--- config.mk ---
export PLATFORM = sky130hd
export DESIGN_NAME = utf8_sentence_case_fixer_unit_flat
export DESIGN_NICKNAME = d
export VERILOG_FILES = /design/src/rtl/core/u8scf_pkg.sv /design/src/rtl/core/u8scf_if.sv /design/src/rtl/core/u8scf_case_logic.sv /design/src/rtl/core/u8scf_out_queue.sv /design/src/rtl/core/utf8_sentence_case_fixer_unit.sv /design/src/flat_wrapper.sv
export SDC_FILE = /design/constraint.sdc
export NUM_CORES = 1
export LEC_CHECK = 0
export ABC_CLOCK_PERIOD_IN_PS = 2200
export BUFFER_PORTS_ARGS = -buffer_cell sky130_fd_sc_hd__buf_2
export CORE_AREA = 2 2 80 82
export CTS_CLUSTER_DIAMETER = 60
export CTS_CLUSTER_SIZE = 20
export DETAILED_ROUTE_END_ITERATION = 8
export DIE_AREA = 0 0 82 84
export GPL_TIMING_DRIVEN = 0
export PLACE_DENSITY_LB_ADDON = 0.15
export SYNTH_ARGS = -nofsm -noshare
export SYNTH_HDL_FRONTEND = slang
export SYNTH_SLANG_ARGS = --single-unit
--- constraint.sdc ---
create_clock -name clock -period 2.2 [get_ports clock]
set_input_delay 0.11 -clock clock [delete_from_list [all_inputs] [get_ports clock]]
set_output_delay 0.11 -clock clock [all_outputs]
set_load 0.02 [all_outputs]
--- src/rtl/core/u8scf_pkg.sv ---
package u8scf_pkg;

   // ASCII punctuation that ends a sentence.
   localparam logic [7:0] CHR_DOT      = 8'h2E;
   localparam logic [7:0] CHR_BANG     = 8'h21;
   localparam logic [7:0] CHR_QUERY    = 8'h3F;

   // ASCII letter ranges and the case offset.
   localparam logic [7:0] CHR_LOWER_A  = 8'h61;
   localparam logic [7:0] CHR_LOWER_Z  = 8'h7A;
   localparam logic [7:0] CHR_UPPER_A  = 8'h41;
   localparam logic [7:0] CHR_UPPER_Z  = 8'h5A;
   localparam logic [7:0] CASE_OFFSET  = 8'h20;

   // UTF-8 lead byte classes.
   localparam logic [7:0] ASCII_MASK   = 8'h80;
   localparam logic [7:0] LEAD_MASK    = 8'hE0;
   localparam logic [7:0] LEAD_2BYTE   = 8'hC0;
   localparam logic [7:0] CYR_LEAD_D0  = 8'hD0;
   localparam logic [7:0] CYR_LEAD_D1  = 8'hD1;

   // Cyrillic continuation byte ranges.
   localparam logic [7:0] CYR_D1_LO    = 8'h80;
   localparam logic [7:0] CYR_D1_HI    = 8'h8F;
   localparam logic [7:0] CYR_CAP_LO   = 8'h90;
   localparam logic [7:0] CYR_CAP_MID  = 8'h9F;
   localparam logic [7:0] CYR_CAP_HI2  = 8'hA0;
   localparam logic [7:0] CYR_CAP_HI   = 8'hAF;
   localparam logic [7:0] CYR_SML_LO   = 8'hB0;
   localparam logic [7:0] CYR_SML_HI   = 8'hBF;

   // Result queue geometry.
   localparam int QUEUE_DEPTH = 4;
   localparam int QUEUE_AW    = $clog2(QUEUE_DEPTH);

   // Results produced by one accepted request, handed to the queue.
   typedef struct packed {
      logic       push_one;
      logic       push_two;
      logic [7:0] data0;
      logic       last0;
      logic [7:0] data1;
      logic       last1;
   } u8scf_push_type;

   // One queued result.
   typedef struct packed {
      logic [7:0] data;
      logic       last;
   } u8scf_entry_type;

endpackage

--- src/rtl/core/u8scf_if.sv ---
// Request channel: one raw byte of the line per request.
interface u8scf_req_if;
   logic       valid;
   logic       ready;
   logic [7:0] in_byte;
   logic       in_last;

   modport source (output valid, output in_byte, output in_last, input ready);
   modport sink   (input valid, input in_byte, input in_last, output ready);
endinterface

// Result channel: one corrected byte per transfer.
interface u8scf_rsp_if;
   logic       valid;
   logic       ready;
   logic [7:0] out_byte;
   logic       out_last;

   modport source (output valid, output out_byte, output out_last, input ready);
   modport sink   (input valid, input out_byte, input out_last, output ready);
endinterface

--- src/rtl/core/u8scf_case_logic.sv ---
module u8scf_case_logic
   import u8scf_pkg::*;
(
   input  logic           clock,
   input  logic           reset,
   input  logic           accept,
   input  logic [7:0]     in_byte,
   input  logic           in_last,
   output u8scf_push_type push
);

   logic       sentence_ff, sentence_in;
   logic       pending_ff, pending_in;
   logic [7:0] held_ff, held_in;

   // Decode and correct the incoming byte against the held lead byte.
   always_comb begin
      logic [7:0] first;
      logic [7:0] second;
      logic       is_punct;
      logic       is_lead;
      first       = held_ff;
      second      = in_byte;
      is_punct    = (in_byte == CHR_DOT) || (in_byte == CHR_BANG) || (in_byte == CHR_QUERY);
      is_lead     = ((in_byte & LEAD_MASK) == LEAD_2BYTE);
      sentence_in = sentence_ff;
      pending_in  = pending_ff;
      held_in     = held_ff;
      push        = '0;

      if (pending_ff) begin
         // Second byte of a two byte character: fix the pair and emit both.
         if (sentence_ff) begin
            if (held_ff == CYR_LEAD_D0 && in_byte >= CYR_SML_LO && in_byte <= CYR_SML_HI) begin
               second      = in_byte - CASE_OFFSET;
               sentence_in = 1'b0;
            end else if (held_ff == CYR_LEAD_D1 && in_byte >= CYR_D1_LO
                         && in_byte <= CYR_D1_HI) begin
               first       = CYR_LEAD_D0;
               second      = in_byte + CASE_OFFSET;
               sentence_in = 1'b0;
            end else if (held_ff == CYR_LEAD_D0 && in_byte >= CYR_CAP_LO
                         && in_byte <= CYR_CAP_HI) begin
               sentence_in = 1'b0;
            end
         end else begin
            if (held_ff == CYR_LEAD_D0 && in_byte >= CYR_CAP_LO && in_byte <= CYR_CAP_MID) begin
               second = in_byte + CASE_OFFSET;
            end else if (held_ff == CYR_LEAD_D0 && in_byte >= CYR_CAP_HI2
                         && in_byte <= CYR_CAP_HI) begin
               first  = CYR_LEAD_D1;
               second = in_byte - CASE_OFFSET;
            end
         end
         pending_in    = 1'b0;
         push.push_two = 1'b1;
         push.data0    = first;
         push.last0    = 1'b0;
         push.data1    = second;
         push.last1    = in_last;
      end else if (is_punct) begin
         // Sentence punctuation re-arms capitalisation.
         sentence_in   = 1'b1;
         push.push_one = 1'b1;
         push.data0    = in_byte;
         push.last0    = in_last;
      end else if (is_lead && !in_last) begin
         // Hold a lead byte until its partner arrives.
         held_in    = in_byte;
         pending_in = 1'b1;
      end else begin
         // Single byte: capitalise an ASCII letter at sentence start.
         push.push_one = 1'b1;
         push.data0    = in_byte;
         push.last0    = in_last;
         if (sentence_ff && ((in_byte & ASCII_MASK) == 8'h00)) begin
            if (in_byte >= CHR_LOWER_A && in_byte <= CHR_LOWER_Z) begin
               push.data0  = in_byte - CASE_OFFSET;
               sentence_in = 1'b0;
            end else if (in_byte >= CHR_UPPER_A && in_byte <= CHR_UPPER_Z) begin
               sentence_in = 1'b0;
            end
         end
      end

      // The end of a line restarts the sentence and drops any held byte.
      if (in_last) begin
         sentence_in = 1'b1;
         pending_in  = 1'b0;
      end

      if (!accept) begin
         push = '0;
      end
   end

   // Sentence and lead byte state, updated on each accepted request.
   always_ff @(posedge clock) begin
      if (reset) begin
         sentence_ff <= 1'b1;
         pending_ff  <= 1'b0;
         held_ff     <= 8'h00;
      end else if (accept) begin
         sentence_ff <= sentence_in;
         pending_ff  <= pending_in;
         held_ff     <= held_in;
      end
   end

endmodule

--- src/rtl/core/u8scf_out_queue.sv ---
module u8scf_out_queue
   import u8scf_pkg::*;
(
   input  logic           clock,
   input  logic           reset,
   input  u8scf_push_type push,
   output logic           has_room,
   u8scf_rsp_if.source    rsp_ch
);

   localparam logic [QUEUE_AW:0] COUNT_LIMIT = (QUEUE_AW + 1)'(QUEUE_DEPTH - 2);

   u8scf_entry_type           slot_ff [QUEUE_DEPTH];
   logic [QUEUE_AW-1:0]       wr_ptr_ff, wr_ptr_in;
   logic [QUEUE_AW-1:0]       rd_ptr_ff, rd_ptr_in;
   logic [QUEUE_AW:0]         count_ff, count_in;
   logic                      pop;
   logic [QUEUE_AW:0]         n_push;
   logic [QUEUE_AW-1:0]       wr_next;

   // Room for a full pair is needed before a new request is taken.
   assign has_room        = (count_ff <= COUNT_LIMIT);
   assign rsp_ch.valid    = (count_ff != '0);
   assign rsp_ch.out_byte = slot_ff[rd_ptr_ff].data;
   assign rsp_ch.out_last = slot_ff[rd_ptr_ff].last;
   assign pop             = rsp_ch.valid && rsp_ch.ready;
   assign wr_next         = wr_ptr_ff + 1'b1;

   // Pointer and count arithmetic.
   always_comb begin
      n_push = '0;
      if (push.push_two) begin
         n_push = (QUEUE_AW + 1)'(2);
      end else if (push.push_one) begin
         n_push = (QUEUE_AW + 1)'(1);
      end
      wr_ptr_in = wr_ptr_ff + n_push[QUEUE_AW-1:0];
      rd_ptr_in = rd_ptr_ff + {{(QUEUE_AW-1){1'b0}}, pop};
      count_in  = count_ff + n_push - {{QUEUE_AW{1'b0}}, pop};
   end

   always_ff @(posedge clock) begin
      if (reset) begin
         wr_ptr_ff <= '0;
         rd_ptr_ff <= '0;
         count_ff  <= '0;
      end else begin
         wr_ptr_ff <= wr_ptr_in;
         rd_ptr_ff <= rd_ptr_in;
         count_ff  <= count_in;
      end
   end

   // Result storage: up to two entries are written per cycle.
   always_ff @(posedge clock) begin
      if (push.push_one || push.push_two) begin
         slot_ff[wr_ptr_ff] <= '{data: push.data0, last: push.last0};
      end
      if (push.push_two) begin
         slot_ff[wr_next] <= '{data: push.data1, last: push.last1};
      end
   end

endmodule

--- src/rtl/core/utf8_sentence_case_fixer_unit.sv ---
// Results: a request's bytes are written into the result queue when it is
// accepted, both bytes of a two byte character together with its partner.
// Throughput: one request per cycle while the four entry result queue has room
// for a pair, needed before taking a request; one result per cycle while ready.
// Reset: synchronous; clears the queue, drops any held lead byte, arms capitals.
module utf8_sentence_case_fixer_unit
   import u8scf_pkg::*;
(
   input  logic        clock,
   input  logic        reset,
   u8scf_req_if.sink   req_ch,
   u8scf_rsp_if.source rsp_ch
);

   u8scf_push_type push;
   logic           has_room;
   logic           accept;

   // A request is taken whenever the queue can hold a pair.
   assign req_ch.ready = has_room;
   assign accept       = req_ch.valid && has_room;

   u8scf_case_logic u_case_logic (
      .clock   (clock),
      .reset   (reset),
      .accept  (accept),
      .in_byte (req_ch.in_byte),
      .in_last (req_ch.in_last),
      .push    (push)
   );

   u8scf_out_queue u_out_queue (
      .clock    (clock),
      .reset    (reset),
      .push     (push),
      .has_room (has_room),
      .rsp_ch   (rsp_ch)
   );

endmodule

--- src/flat_wrapper.sv ---
// flat-port wrapper written by rule: the top's interface ports become plain ports
module utf8_sentence_case_fixer_unit_flat import u8scf_pkg::*;
  (clock, reset, req_ch_valid, req_ch_in_byte, req_ch_in_last, req_ch_ready, rsp_ch_valid, rsp_ch_out_byte, rsp_ch_out_last, rsp_ch_ready);
  u8scf_req_if req_ch_i ();
  u8scf_rsp_if rsp_ch_i ();
  input  logic clock;
  input  logic reset;
  input wire logic [$bits(req_ch_i.valid)-1:0] req_ch_valid;
  input wire logic [$bits(req_ch_i.in_byte)-1:0] req_ch_in_byte;
  input wire logic [$bits(req_ch_i.in_last)-1:0] req_ch_in_last;
  output wire logic [$bits(req_ch_i.ready)-1:0] req_ch_ready;
  output wire logic [$bits(rsp_ch_i.valid)-1:0] rsp_ch_valid;
  output wire logic [$bits(rsp_ch_i.out_byte)-1:0] rsp_ch_out_byte;
  output wire logic [$bits(rsp_ch_i.out_last)-1:0] rsp_ch_out_last;
  input wire logic [$bits(rsp_ch_i.ready)-1:0] rsp_ch_ready;
  assign req_ch_i.valid = req_ch_valid;
  assign req_ch_i.in_byte = req_ch_in_byte;
  assign req_ch_i.in_last = req_ch_in_last;
  assign req_ch_ready = req_ch_i.ready;
  assign rsp_ch_valid = rsp_ch_i.valid;
  assign rsp_ch_out_byte = rsp_ch_i.out_byte;
  assign rsp_ch_out_last = rsp_ch_i.out_last;
  assign rsp_ch_i.ready = rsp_ch_ready;
  utf8_sentence_case_fixer_unit u_core (.clock(clock), .reset(reset), .req_ch(req_ch_i), .rsp_ch(rsp_ch_i));
endmodule
==> flow_metrics.env <==
export IMPL_synth_cell_types=55
export IMPL_num_rows=29
export IMPL_finalSetupViolations=9
export IMPL_start_util_pct=51.5
export IMPL_diodes=0
export IMPL_worst_r2r_path_depth=5
export IMPL_r2r_slack_ps=-90
export IMPL_track_usage_pct=25.4
export IMPL_fp_dieW_microns=82
export IMPL_rr_endpoint="u_core.u_out_queue.slot_ff[1][6]"
export IMPL_placement_io_buffers=19
export IMPL_peakVddDrop_v=0.000583
export IMPL_preCtsSetupSlack_ps=-855
export IMPL_dieArea_sq_um=6890
export IMPL_cellPowerDensity_nw_per_um2=829
export IMPL_violations="setup timing"
export IMPL_grt_max_degree=17
export IMPL_slew_headroom_pct=54.5
export IMPL_fp_dieH_microns=84
export IMPL_fill_cells=525
export IMPL_internal_power_w=0.00201
export IMPL_required_ps=2340
export IMPL_holdCritStartpoint="reset"
export IMPL_vias=2657
export IMPL_rsz0062_at_grt="true"
export IMPL_power_switching_w=0.00111
export IMPL_r2r_start="u_core.u_case_logic.held_ff[6]"
export IMPL_clockBufferDepth=2
export IMPL_fin_ws_ps=-86.3
export IMPL_max_freq_mhz=437
export IMPL_gp_congestion=0.948
export IMPL_multiInputGateArea_sq_um=1780
export IMPL_antenna_found_initial=0
export IMPL_overflow=0
export IMPL_drv_slew=0
export IMPL_synthesis_area_sq_um=3140
export IMPL_synth_seq_cells=53
export IMPL_cap_violations=0
export IMPL_critPathBufInv=0
export IMPL_finalNonFillerCells=419
export IMPL_dp_hpwl_mm=5.70
export IMPL_nets=364
export IMPL_netlist_instances=304
export IMPL_yosysTopAreaCell="edfxtp_1"
export IMPL_yosys_warnings=0
export IMPL_cp_start_kind="register"
export IMPL_drive_above_1_share_pct=27.8
export IMPL_postRouteAntennaNets=0
export IMPL_clock_sinks=53
export IMPL_avgSynthCellArea_sq_um=10.3
export IMPL_p_comb_share_pct=40.3
export IMPL_postCtsHoldBufs=0
export IMPL_leakage_nw=1.38
export IMPL_period_needed_ps=2290
export IMPL_seqCellArea_sq_um=1450
export IMPL_first_iter_violations=222
export IMPL_grt_pass1_vias=2549
export IMPL_worst_pin_slew_ps=682
export IMPL_final_cell_mix="edfxtp_1, nor2_1, buf_2"
export IMPL_cts_max_level=2
export IMPL_outcome="finished, violations left"
export IMPL_worstPathArrival_ps=2430
export IMPL_fin_crit_sh_pct=104
export IMPL_critPathSlowestCell="or4bb_4"
export IMPL_final_common_cell="edfxtp_1"
export IMPL_cts_buffers=5
export IMPL_core_sq_um=6100
export IMPL_synth_ff_type="edfxtp_1"
export IMPL_first_pass_iters=5
export IMPL_min_path_type="input port to register"
export IMPL_ys_async_sr_fraction_pct=0
export IMPL_synth_seq_area_share_pct=45.3
export IMPL_wl_per_cell_microns=19.2
export IMPL_seqPwrFrac_pct=41.6
export IMPL_area_growth_pct=20.0
export IMPL_critPathMaxStageDelay_ps=600
export IMPL_finalHoldViolations=0
export IMPL_synth_area_leaders="edfxtp_1, dfxtp_1, mux4_2"
export IMPL_clk_latency_ps=310
export IMPL_synth_net_count=327
export IMPL_cp_end_kind="register"
export IMPL_min_delay_worst_endpoint="u_core.u_out_queue.rd_ptr_ff[1]"
export IMPL_wirelength_mm=8.06
export IMPL_drc=0
export IMPL_clock_skew_ps=10.7
export IMPL_routed_via_density=6.34
export IMPL_pin_count=24
export IMPL_clkPwrFrac_pct=18.0
export IMPL_path_max_fanout=4
export IMPL_hold_depth=2
export IMPL_cp_cell_sequence="or4bb_4 > or4_4 > o21ai_4 > o2111ai_4 > a31oi_1"
export IMPL_crit_family="simple AND/OR/NAND/NOR gates"
export IMPL_final_util_pct=61.8
export IMPL_crit_type="register to register"
export IMPL_fin_tns_setup_ps=-418
export IMPL_yosys_area_top_type_share_pct=34.5
export IMPL_synth_edf_count=36
export IMPL_cts_clk_slew_worst_paths_ps=100
export IMPL_dp_cells=400
export IMPL_cts_tree="yes"
export IMPL_root_buffer="clkbuf_8"
export IMPL_p_sw_share_pct=35.6
export IMPL_grt_first_pass_wirelength_mm=13.2
[how the worst max path moves through the flow]
stage	startpoint	to	cells past startpoint
after global placement	req_ch_in_byte[5]	u_core.u_out_queue.slot_ff[0][7]	8
after floorplan	u_core.u_out_queue.count_ff[1]	u_core.u_out_queue.count_ff[2]	9
after detailed placement	req_ch_in_byte[5]	u_core.u_out_queue.slot_ff[0][6]	8
after CTS	u_core.u_case_logic.held_ff[1]	u_core.u_out_queue.slot_ff[1][6]	6
after global routing	u_core.u_case_logic.held_ff[6]	u_core.u_out_queue.slot_ff[1][6]	5
final	u_core.u_case_logic.held_ff[6]	u_core.u_out_queue.slot_ff[1][6]	5
[sequential cells by signal, summed over array words and instances, names as in the netlist]
register                         count
u_core.u_out_queue.rd_ptr_ff         2
u_core.u_case_logic.sentence_ff      1
u_core.u_out_queue.slot_ff          36
u_core.u_case_logic.pending_ff       1
u_core.u_case_logic.held_ff          8
u_core.u_out_queue.wr_ptr_ff         2
u_core.u_out_queue.count_ff          3
[repair_timing]
action                                  in CTS  in global routing
pin swaps                                    9                 20
setup buffers                                8                  4
resized for setup                           34                 33
hold endpoints to repair                     0                  0
endpoints found under the setup margin      63                 53
cloned                                       0                  0
[power groups by stage]
stage                     combinational [W]  sequential, W  clock [W]
after detailed placement            0.00107        0.00131          0
after global placement              0.00105        0.00130          0
after CTS                           0.00114        0.00129   0.000562
final                               0.00126        0.00130   0.000563
after floorplan                    0.000798        0.00129          0
after global routing                0.00139        0.00131   0.000600
[kinds of logic (layout without fill, tap and decap cells)]
| logic type | Yosys count | in the layout | share of synthesized area (%) |
|---|---|---|---|
| AOI/OAI and AO/OA | 86 | 86 | 19.6 |
| xor gates and xnor gates | 6 | 6 | 1.68 |
| adders and majority gates | 10 | 10 | 4.23 |
| buffers and inverters | 38 | 76 | 4.59 |
| DFF | 53 | 53 | 45.3 |
| muxes | 16 | 16 | 8.70 |
| and+or+nand+nor | 95 | 95 | 15.9 |
[layout make-up]
cell class	instances	area share [%]
tap	77	2.56
inverter	17	1.79
clock inverter	2	0.366
timing repair buffer	31	5.02
buffer	20	2.46
multi-input combinational	213	47.4
clock buffer	6	1.93
sequential	53	38.5
[synthesized netlist by cell type, types with 7 or more instances]
master	count
nor2b_1	7
a22o_1	12
dfxtp_1	17
a21oi_1	16
ha_1	9
inv_1	17
nand2_1	11
o21ai_0	10
clkbuf_1	18
mux2i_1	7
nor2_1	34
mux4_2	9
nand3_1	9
edfxtp_1	36
[per-stage QoR]
step                      hold slack, ps  total power (W)  area (sq um)
after floorplan                      254          0.00209          3150
after global routing                 199          0.00331          3760
after detailed placement             507          0.00238          3350
final                                173          0.00312          3760
after CTS                            178          0.00299          3600
after global placement               497          0.00235          3350
[routing by layer]
| layer | vias up | global-route usage (%) | wire length [microns] | share of wire (%) |
|---|---|---|---|---|
| met1 | 1299 | 34.5 | 3580 | 44 |
| met3 | 16 | 3.79 | 382 | 4.7 |
| met2 | 103 | 40.5 | 3940 | 49 |
| li1 | 1239 | - | - | - |
| met5 | - | 0 | 0 | 0 |
| met4 | 0 | 9.70 | 152 | 1.9 |
No activity file was read; power rests on OpenSTA's default activity.
